## config.mk

```make
export PLATFORM = sky130hd
export DESIGN_NAME = date_add_1024_weeks_top
export DESIGN_NICKNAME = d
export VERILOG_FILES = /design/src/sv/dadd_pkg.sv /design/src/sv/date_add_1024_weeks_top.sv /design/src/sv/dadd_doy2md.sv
export SDC_FILE = /design/constraint.sdc
export NUM_CORES = 1
export LEC_CHECK = 0
export BUFFER_PORTS_ARGS = -buffer_cell sky130_fd_sc_hd__buf_2
export CORE_MARGIN = 1.5
export CORE_UTILIZATION = 30
export DETAILED_ROUTE_END_ITERATION = 8
export PLACE_DENSITY = 0.49
export SLEW_MARGIN = 30
export SYNTH_ARGS = -nofsm -noshare
export SYNTH_HDL_FRONTEND = slang
export SYNTH_SLANG_ARGS = --single-unit
export TNS_END_PERCENT = 100
```

## constraint.sdc

```tcl
create_clock -name clk_i -period 12.1 [get_ports clk_i]
set_clock_uncertainty 0.15 [all_clocks]
set_input_delay 0 -clock clk_i [delete_from_list [all_inputs] [get_ports clk_i]]
set_output_delay 0 -clock clk_i [all_outputs]
set_load 0.01 [all_outputs]
```

## src/sv/dadd_pkg.sv

```systemverilog
`timescale 1ns / 1ps
// Shared constants and calendar helpers for the week-rollover date corrector.
// No dependencies.
package dadd_pkg;

  localparam int YearW  = 7;   // years since 2000 at the ports
  localparam int MonthW = 4;
  localparam int DayW   = 5;
  localparam int YrW    = 8;   // internal year, holds up to 127 + 19 + 1
  localparam int DoyW   = 10;  // day of year plus shift, up to 595
  localparam int MsW    = 9;   // month start offsets, up to 334

  localparam logic [DoyW-1:0]   DaysShift    = 10'd228;  // 233 - 5
  localparam logic [YrW-1:0]    YearsShift   = 8'd19;
  localparam logic [DoyW-1:0]   BaseYearDays = 10'd365;
  localparam logic [YrW-1:0]    LastYear     = 8'd99;
  localparam logic [1:0]        LeapMask     = 2'b11;
  localparam logic [MonthW-1:0] MonthJan     = 4'd1;
  localparam logic [MonthW-1:0] MonthFeb     = 4'd2;
  localparam logic [MonthW-1:0] MonthMar     = 4'd3;
  localparam logic [MonthW-1:0] MonthDec     = 4'd12;
  localparam int                NumMonths    = 12;

  // cumulative days before each month, non-leap year; index 0 is January
  function automatic logic [MsW-1:0] month_start(input logic [MonthW-1:0] idx);
    logic [MsW-1:0] r;
    case (idx)
      4'd0:    r = 9'd0;
      4'd1:    r = 9'd31;
      4'd2:    r = 9'd59;
      4'd3:    r = 9'd90;
      4'd4:    r = 9'd120;
      4'd5:    r = 9'd151;
      4'd6:    r = 9'd181;
      4'd7:    r = 9'd212;
      4'd8:    r = 9'd243;
      4'd9:    r = 9'd273;
      4'd10:   r = 9'd304;
      4'd11:   r = 9'd334;
      default: r = 9'd334;
    endcase
    return r;
  endfunction

  function automatic logic is_leap(input logic [YrW-1:0] yr);
    return (yr[1:0] & LeapMask) == 2'b00;
  endfunction

endpackage

```

## src/sv/date_add_1024_weeks_top.sv

```systemverilog
`timescale 1ns / 1ps
// Top level of the week-rollover date corrector: three-stage pipeline.
// Depends on dadd_pkg and dadd_doy2md.

// Adds 1024 weeks to a date given as years since 2000, month and day. A date is
// taken on any cycle with start_i high (busy_o is always low), and its result
// appears for one cycle with valid_o high after the three register stages (day
// of year and year shift, day shift and rollover, month/day conversion); one date
// per clock. The receiver cannot stall the block.
// When the corrected year passes 99, out_of_range_o is high and the date fields are 0.
module date_add_1024_weeks_top import dadd_pkg::*; (
  input  logic              clk_i,
  input  logic              rst_ni,
  input  logic              start_i,
  output logic              busy_o,
  input  logic [YearW-1:0]  year_in_i,
  input  logic [MonthW-1:0] month_in_i,
  input  logic [DayW-1:0]   day_in_i,
  output logic              valid_o,
  output logic [YearW-1:0]  year_out_o,
  output logic [MonthW-1:0] month_out_o,
  output logic [DayW-1:0]   day_out_o,
  output logic              out_of_range_o
);

  logic accept;
  assign busy_o = 1'b0;
  assign accept = start_i && !busy_o;

  // stage 1: day of year, year shifted
  logic              v1_q;
  logic [YrW-1:0]    yr1_d, yr1_q;
  logic [DoyW-1:0]   doy1_d, doy1_q;
  logic [MonthW-1:0] mo_c;

  always_comb begin
    if (month_in_i < MonthJan)      mo_c = MonthJan;
    else if (month_in_i > MonthDec) mo_c = MonthDec;
    else                            mo_c = month_in_i;
    doy1_d = DoyW'(month_start(mo_c - MonthW'(1))) + DoyW'(day_in_i)
             + DoyW'(is_leap(YrW'(year_in_i)) && (mo_c >= MonthMar));
    yr1_d  = YrW'(year_in_i) + YearsShift;
  end

  // stage 2: day shift and rollover
  logic              v2_q;
  logic [YrW-1:0]    yr2_d, yr2_q;
  logic [DoyW-1:0]   doy2_d, doy2_q;
  logic [DoyW-1:0]   doy_sh, year_len;
  logic              lp1;

  always_comb begin
    lp1      = is_leap(yr1_q);
    doy_sh   = doy1_q + DaysShift + DoyW'(lp1);
    year_len = BaseYearDays + DoyW'(lp1);
    if (doy_sh > year_len) begin
      doy2_d = doy_sh - year_len;
      yr2_d  = yr1_q + YrW'(1);
    end else begin
      doy2_d = doy_sh;
      yr2_d  = yr1_q;
    end
  end

  // stage 3: back to month and day
  logic [MonthW-1:0] mo3;
  logic [DayW-1:0]   dy3;
  logic              oor3;

  dadd_doy2md u_doy2md (
    .doy_i   (doy2_q),
    .leap_i  (is_leap(yr2_q)),
    .month_o (mo3),
    .day_o   (dy3)
  );

  assign oor3 = yr2_q > LastYear;

  logic              v3_q;
  logic [YearW-1:0]  yr3_q;
  logic [MonthW-1:0] mo3_q;
  logic [DayW-1:0]   dy3_q;
  logic              oor3_q;

  always_ff @(posedge clk_i or negedge rst_ni) begin
    if (!rst_ni) begin
      v1_q <= 1'b0;
      v2_q <= 1'b0;
      v3_q <= 1'b0;
    end else begin
      v1_q <= accept;
      v2_q <= v1_q;
      v3_q <= v2_q;
    end
  end

  always_ff @(posedge clk_i) begin
    yr1_q  <= yr1_d;
    doy1_q <= doy1_d;
    yr2_q  <= yr2_d;
    doy2_q <= doy2_d;
    oor3_q <= oor3;
    if (oor3) begin
      yr3_q <= '0;
      mo3_q <= '0;
      dy3_q <= '0;
    end else begin
      yr3_q <= yr2_q[YearW-1:0];
      mo3_q <= mo3;
      dy3_q <= dy3;
    end
  end

  assign valid_o        = v3_q;
  assign year_out_o     = yr3_q;
  assign month_out_o    = mo3_q;
  assign day_out_o      = dy3_q;
  assign out_of_range_o = oor3_q;

  a_latency: assert property (@(posedge clk_i) disable iff (!rst_ni)
    valid_o |-> $past(v2_q))
    else $error("result strobe without a transfer in flight");

  a_oor_zero: assert property (@(posedge clk_i) disable iff (!rst_ni)
    (valid_o && out_of_range_o) |->
      (year_out_o == '0 && month_out_o == '0 && day_out_o == '0))
    else $error("out-of-range result carries a date");

  a_date_ok: assert property (@(posedge clk_i) disable iff (!rst_ni)
    (valid_o && !out_of_range_o) |->
      (month_out_o >= MonthJan && month_out_o <= MonthDec && day_out_o != '0
       && year_out_o <= YearW'(LastYear)))
    else $error("corrected date out of calendar range");

  a_pipe: assert property (@(posedge clk_i) disable iff (!rst_ni)
    v1_q |=> v2_q)
    else $error("pipeline lost a transfer");

endmodule

```

## src/sv/dadd_doy2md.sv

```systemverilog
`timescale 1ns / 1ps
// Converts a day of year into month and day of month, leap February aware.
// Depends on dadd_pkg.
module dadd_doy2md import dadd_pkg::*; (
  input  logic [DoyW-1:0]   doy_i,
  input  logic              leap_i,
  output logic [MonthW-1:0] month_o,
  output logic [DayW-1:0]   day_o
);

  logic              hide;
  logic [DoyW-1:0]   doy_adj;
  logic [MonthW-1:0] cnt;
  logic [DoyW-1:0]   rem;

  always_comb begin
    // drop Feb 29 so the plain table applies; put it back for February
    hide    = leap_i && (doy_i > DoyW'(month_start(4'd2)));
    doy_adj = doy_i - DoyW'(hide);
    cnt     = '0;
    for (int k = 1; k < NumMonths; k++) begin
      if (doy_adj > DoyW'(month_start(MonthW'(k)))) cnt = cnt + MonthW'(1);
    end
    month_o = cnt + MonthW'(1);
    rem     = doy_adj - DoyW'(month_start(cnt))
              + DoyW'(hide && (month_o == MonthFeb));
    day_o   = rem[DayW-1:0];
  end

endmodule

```

After elaboration in Yosys (flattened, before gate mapping) --
Memory sizes are Yosys's and may differ from the RTL's. Cells that the tools add are included. Widths: inputs -> output; s select.
Word-level totals: register bits after elaboration 56, latch bits 0, memory bits (writable) 0, ROM bits 288, input bits 19, output and inout port bits 19, logic and storage cells 75, memories 2
Memory list:
- (name not given) | depth 16, width 9, read ports 1, clocked after Yosys merged registers in 0, wr ports 0, RTL line dadd_pkg.sv:27 | case (idx)
- (name not given) | depth 16, width 9, read ports 1, clocked after Yosys merged registers in 0, wr ports 0, RTL line dadd_pkg.sv:27
Cells by class: add/subtract/negate cells 23, $mul 0, divide/modulo/power cells 0, magnitude comparators 17, equal/unequal tests 1, shift-type cells 0, multiplexer cells 15, bitwise gates (word level) 0, reductions and logical operators 6
Operators with widths (count):
- $mux 4 | 12
- $add 4x1->4 const B | 10
- $gt 10x8->1 const B | 4
- $gt 10x9->1 const B | 3
- $add 10x1->10 | 2
- $gt 10x6->1 const B | 2
- $gt 10x7->1 const B | 2
- $add 10x8->10 const B | 1
- $add 9x1->10 const A | 1
- $add 9x5->10 | 1
- $gt 10x10->1 | 1
- $gt 10x5->1 const B | 1
- $mux 10 | 1
- $sub 10x1->10 | 1
- $sub 10x10->10 | 1
- $add 7x5->8 const B | 1
- $add 8x1->8 const B | 1
- $gt 8x7->1 const B | 1
- $mux 8 | 1
- $logic_not 2->1 | 3
- $add 5x1->5 | 1
- $sub 5x5->5 | 1
- $eq 4x2->1 const B | 1
- $ge 4x2->1 const B | 1
- 6 further kinds | 8

Longest topological paths before layout --
word-level depth 29, gate-level depth with buffers 49, gate-level depth less buffers 45

By module --
Synthesis repeated with hierarchy kept, for this count alone.
Second synthesis, totals: cell total of the unflattened synthesis 579, area, all modules 4838.4 µm²
Modules (own cells, without submodules):
- date_add_1024_weeks_top | instances 1, cells each 288, area an instance 2658.8 µm², sequential area each 1136.1 µm²
- dadd_doy2md | instances 1, cells each 291, area an instance 2179.6 µm², sequential area each 0.0 µm²

Worst setup path after synthesis --
Ideal clock, no wire load.
path type register to register, start register doy2_q[3], end register dy3_q[4] (netlist: day_out_o[4]), library setup time 121 ps, arrival 9377 ps, required time 11829 ps, path slack 2452 ps, cell stages (with the launch flop) 49, buffers on the path 4, clock period less this slack 9648 ps, path through dfxtp_1 clkbuf_1 clkbuf_1 nand4_1 a211oi_1 ha_1 ha_1 buf_1 nor3b_1 nand2_1 xnor2_1 a311oi_1 inv_1 ha_1 clkbuf_1 xnor2_1 ha_1 and2_1 [13 not listed] nand2_1 xor2_1 or4b_1 a32oi_1 a21o_1 nand2_2 nand3_1 o21ai_0 ha_1 inv_1 ha_1 fa_1 a21o_1 a21oi_1 xnor2_1 xnor2_1 o21ai_1 nor3b_1
Between the ends: word-level cells in the longest chain between the ends 29, elaborated cells on any way between the ends 41, those cells by class 14 x add/sub; 12 x order compare; 1 x eq/ne; 11 x mux; 2 x reduce/logical; 1 x memory
RTL lines:
- start, declared | RTL line date_add_1024_weeks_top.sv:48 | logic [DoyW-1:0] doy2_d, doy2_q;
- start signal, assigned | RTL line date_add_1024_weeks_top.sv:101 | doy2_q <= doy2_d;
- parallel branches: the longest is 28 deep, another holds $gt 10x6->1
- $add 5x1->5 * | RTL line dadd_doy2md.sv:26 | + DoyW'(hide && (month_o == MonthFeb));
- end signal, assigned | RTL line date_add_1024_weeks_top.sv:110 | dy3_q <= dy3;
- end, declared | RTL line date_add_1024_weeks_top.sv:82 | logic [DayW-1:0] dy3_q;
Every way passes the cells marked *. A chain may end at the register's enable or synchronous reset.

Worst setup path in the final report --
Ends and elaborated chain as after synthesis.

==> flow_summary.yaml <==
clock_tree:
  cts_made_buffers: 5
  cts_num_sinks: 56
  clockRootBuffer: "clkbuf_16"
  cts_tree: "yes"
  path_clk_slew_ns: 0.07
  clk_latency_ns: 0.29
  clock_path_buffers: 2
  post_cts_resized: 0
  htreeDepth: 2
yosys:
  synth_top_area_share_pct: 22.7
  synth_area_per_cell_um2: 8.17
  seq_area_frac_synth_pct: 24.3
  syn_area_um2: 4670
  yosysTopAreaCell: "dfxtp_1"
  ys_seq_elements: 56
  synth_flop_cell: "dfxtp_1"
  synth_cells: 572
  synth_cell_types: 80
  synth_edf_count: 0
  yosysWarnings: 0
  synthTopCellsByArea: "dfxtp_1 (23%), ha_1 (11%), xnor2_1 (7.9%)"
  async_flop_share_pct: 5.36
route:
  antenna_left: 0
  routed_wl_mm: 10.7
  wl_per_cell_um: 13.3
  drt_iter0_markers: 186
  drtPass1Iterations: 4
  drt-vias-per-instance: 5.05
  drc_errors: 0
  vias: 4050
floorplan:
  dieArea_um2: 16300
  ioPinCount: 38
  core_area_um2: 15200
  die_y_um: 128
  start_util_pct: 30.7
  rows: 45
  fp.dieW_um: 128
grt:
  antenna_found_initial: 0
  grt.overflow.total: 0
  grt_max_degree: 19
  grt_pass1_wl_mm: 18.5
  grt_pass1_vias: 3898
  grt_use_total_pct: 13.7
critical_path:
  reg2reg_from: "doy2_q[3]$_DFF_P_"
  cp_data_required_time_ns: 12.16
  worst-r2r-cell-count: 44
  cp_slowest_cell: "dfxtp_1"
  cp_num_buf_inv: 3
  crit_path_start: "doy2_q[3]$_DFF_P_"
  r2r-end: "day_out_o[4]$_SDFF_PP0_"
  crit_path_frequent_cell: "ha_1"
  cp-start-kind: "flop"
  worstSetupPathDepth: 44
  crit_path_end: "day_out_o[4]$_SDFF_PP0_"
  critPathMaxStageDelay_ns: 0.63
  crit_path_end_kind: "flop"
  path_class: "flop to flop"
  crit_family: "adder cells"
  arrival_ns: 10.85
  worst-path-max-fanout: 16
  r2r_slack_ns: 1.31
timing:
  rsz0062_at_grt: "false"
  fin_tns_setup_ns: 0
  fin_crit_sh_pct: 89.2
  final_hold_viol_count: 0
  setup_viol: 0
  finalMaxSlewViolations: 0
  fmax_mhz: 92.7
  worstMarginPinSlew_ns: 0.847
  min_period_ns: 10.79
  maxSlewHeadroom_pct: 43.4
place:
  hpwlAfterDp_mm: 8.43
  dp_cells: 776
  portBuffers: 36
  gp_congestion: 0.826
job:
  drv_cap: 0
finish:
  instances_no_fill: 802
  drive_above_1_share_pct: 11.7
  nets: 677
  diodes: 0
  syn2layout_area_growth_pct: 14.5
  final_common_cell: "dfxtp_1"
  layout_common_cells: "dfxtp_1 (53), inv_1 (45), nand2_1 (43)"
hold_path:
  hold_path_depth: 3
  hp-class: "input pin to flop"
outcome:
  status: "finished, final reports clean"
[logic make-up (layout without fill, tap and decap cells)]
kind of cell	Yosys count	after routing	share of synthesized area [%]
multiplexers	3	3	0.696
XOR/XNOR	62	62	12.5
AO/OA/AOI/OAI	147	147	21.7
other	1	2	0.0803
adder cells (fa/ha/maj)	45	45	12.5
AND/OR/NAND/NOR	190	190	22.3
flip-flops	56	56	24.3
buffers and inverters	68	109	5.89
[flip-flops by register name, summed over array words and instances (netlist names)]
name / cells
doy1_q: 10
month_out_o: 4
v2_q: 1
yr1_q: 8
out_of_range_o: 1
year_out_o: 7
v1_q: 1
doy2_q: 10
day_out_o: 5
valid_o: 1
yr2_q: 8
[synth_stat cells (11+ instances only)]
library cell  instances
dfxtp_1              53
inv_1                45
nand2_1              43
ha_1                 42
xnor2_1              42
nor2_1               37
o21ai_0              31
a21oi_1              26
and2_1               19
xor2_1               17
clkbuf_1             16
a21o_1               11
or3_1                11
[worst min path at each step]
stage                             start                end  slack (ns)
after floorplan                  rst_ni     v1_q$_DFF_PN0_       -0.45
after CTS                 month_in_i[2]  doy1_q[6]$_DFF_P_        0.08
final                     month_in_i[2]  doy1_q[6]$_DFF_P_        0.08
after global placement           rst_ni     v1_q$_DFF_PN0_       -0.36
after detailed placement         rst_ni     v1_q$_DFF_PN0_       -0.35
after global routing      month_in_i[2]  doy1_q[0]$_DFF_P_        0.11
[routing by layer]
metal / vias to the layer above / global-route usage, % / wire, um
li1: 2109 / - / -
met1: 1857 / 17.8 / 5000
met2: 72 / 23.4 / 5180
met3: 12 / 1.71 / 341
met4: 0 / 4.56 / 148
met5: - / 0 / 0
[area by class of cell]
type	instances	area [um^2]
timing repair buffer	56	375
sequential	56	1140
fill	1605	9850
tap	188	235
inverter	45	169
multi-input combinational	449	3260
clock inverter	3	46.3
clock buffer	5	125
[worst register-to-register path: cells and delay by family, from the launching register on]
family	cells	cell delay, ns
xor+xnor	6	0.89
fa+ha+maj	10	3.02
buf+inv	3	0.22
simple gates	12	2.87
flops	1	0.63
compound gates	13	2.94
[timing repair]
item                                   in CTS  in global routing
buffers inserted                            0                  0
endpoints found under the hold margin      17                  0
setup endpoints to repair                   0                  0
hold buffers                               18                  0
[stage by stage]
stage          hold WS (ns)  worst slack [ns]  util, %  area [um^2]
3_3_place_gp         -0.356              1.81     32.9         5000
3_5_place_dp         -0.354              1.45     32.9         5000
4_1_cts              0.0754              1.38     35.2         5350
2_1_floorplan        -0.446              2.45        -         4680
6_report             0.0849              1.31     35.2         5350
5_1_grt               0.108             0.294     35.2         5350
Power is left out: the tool's default activity adds up to more than one toggle a clock period on the data nets, which glitch-free logic cannot reach.
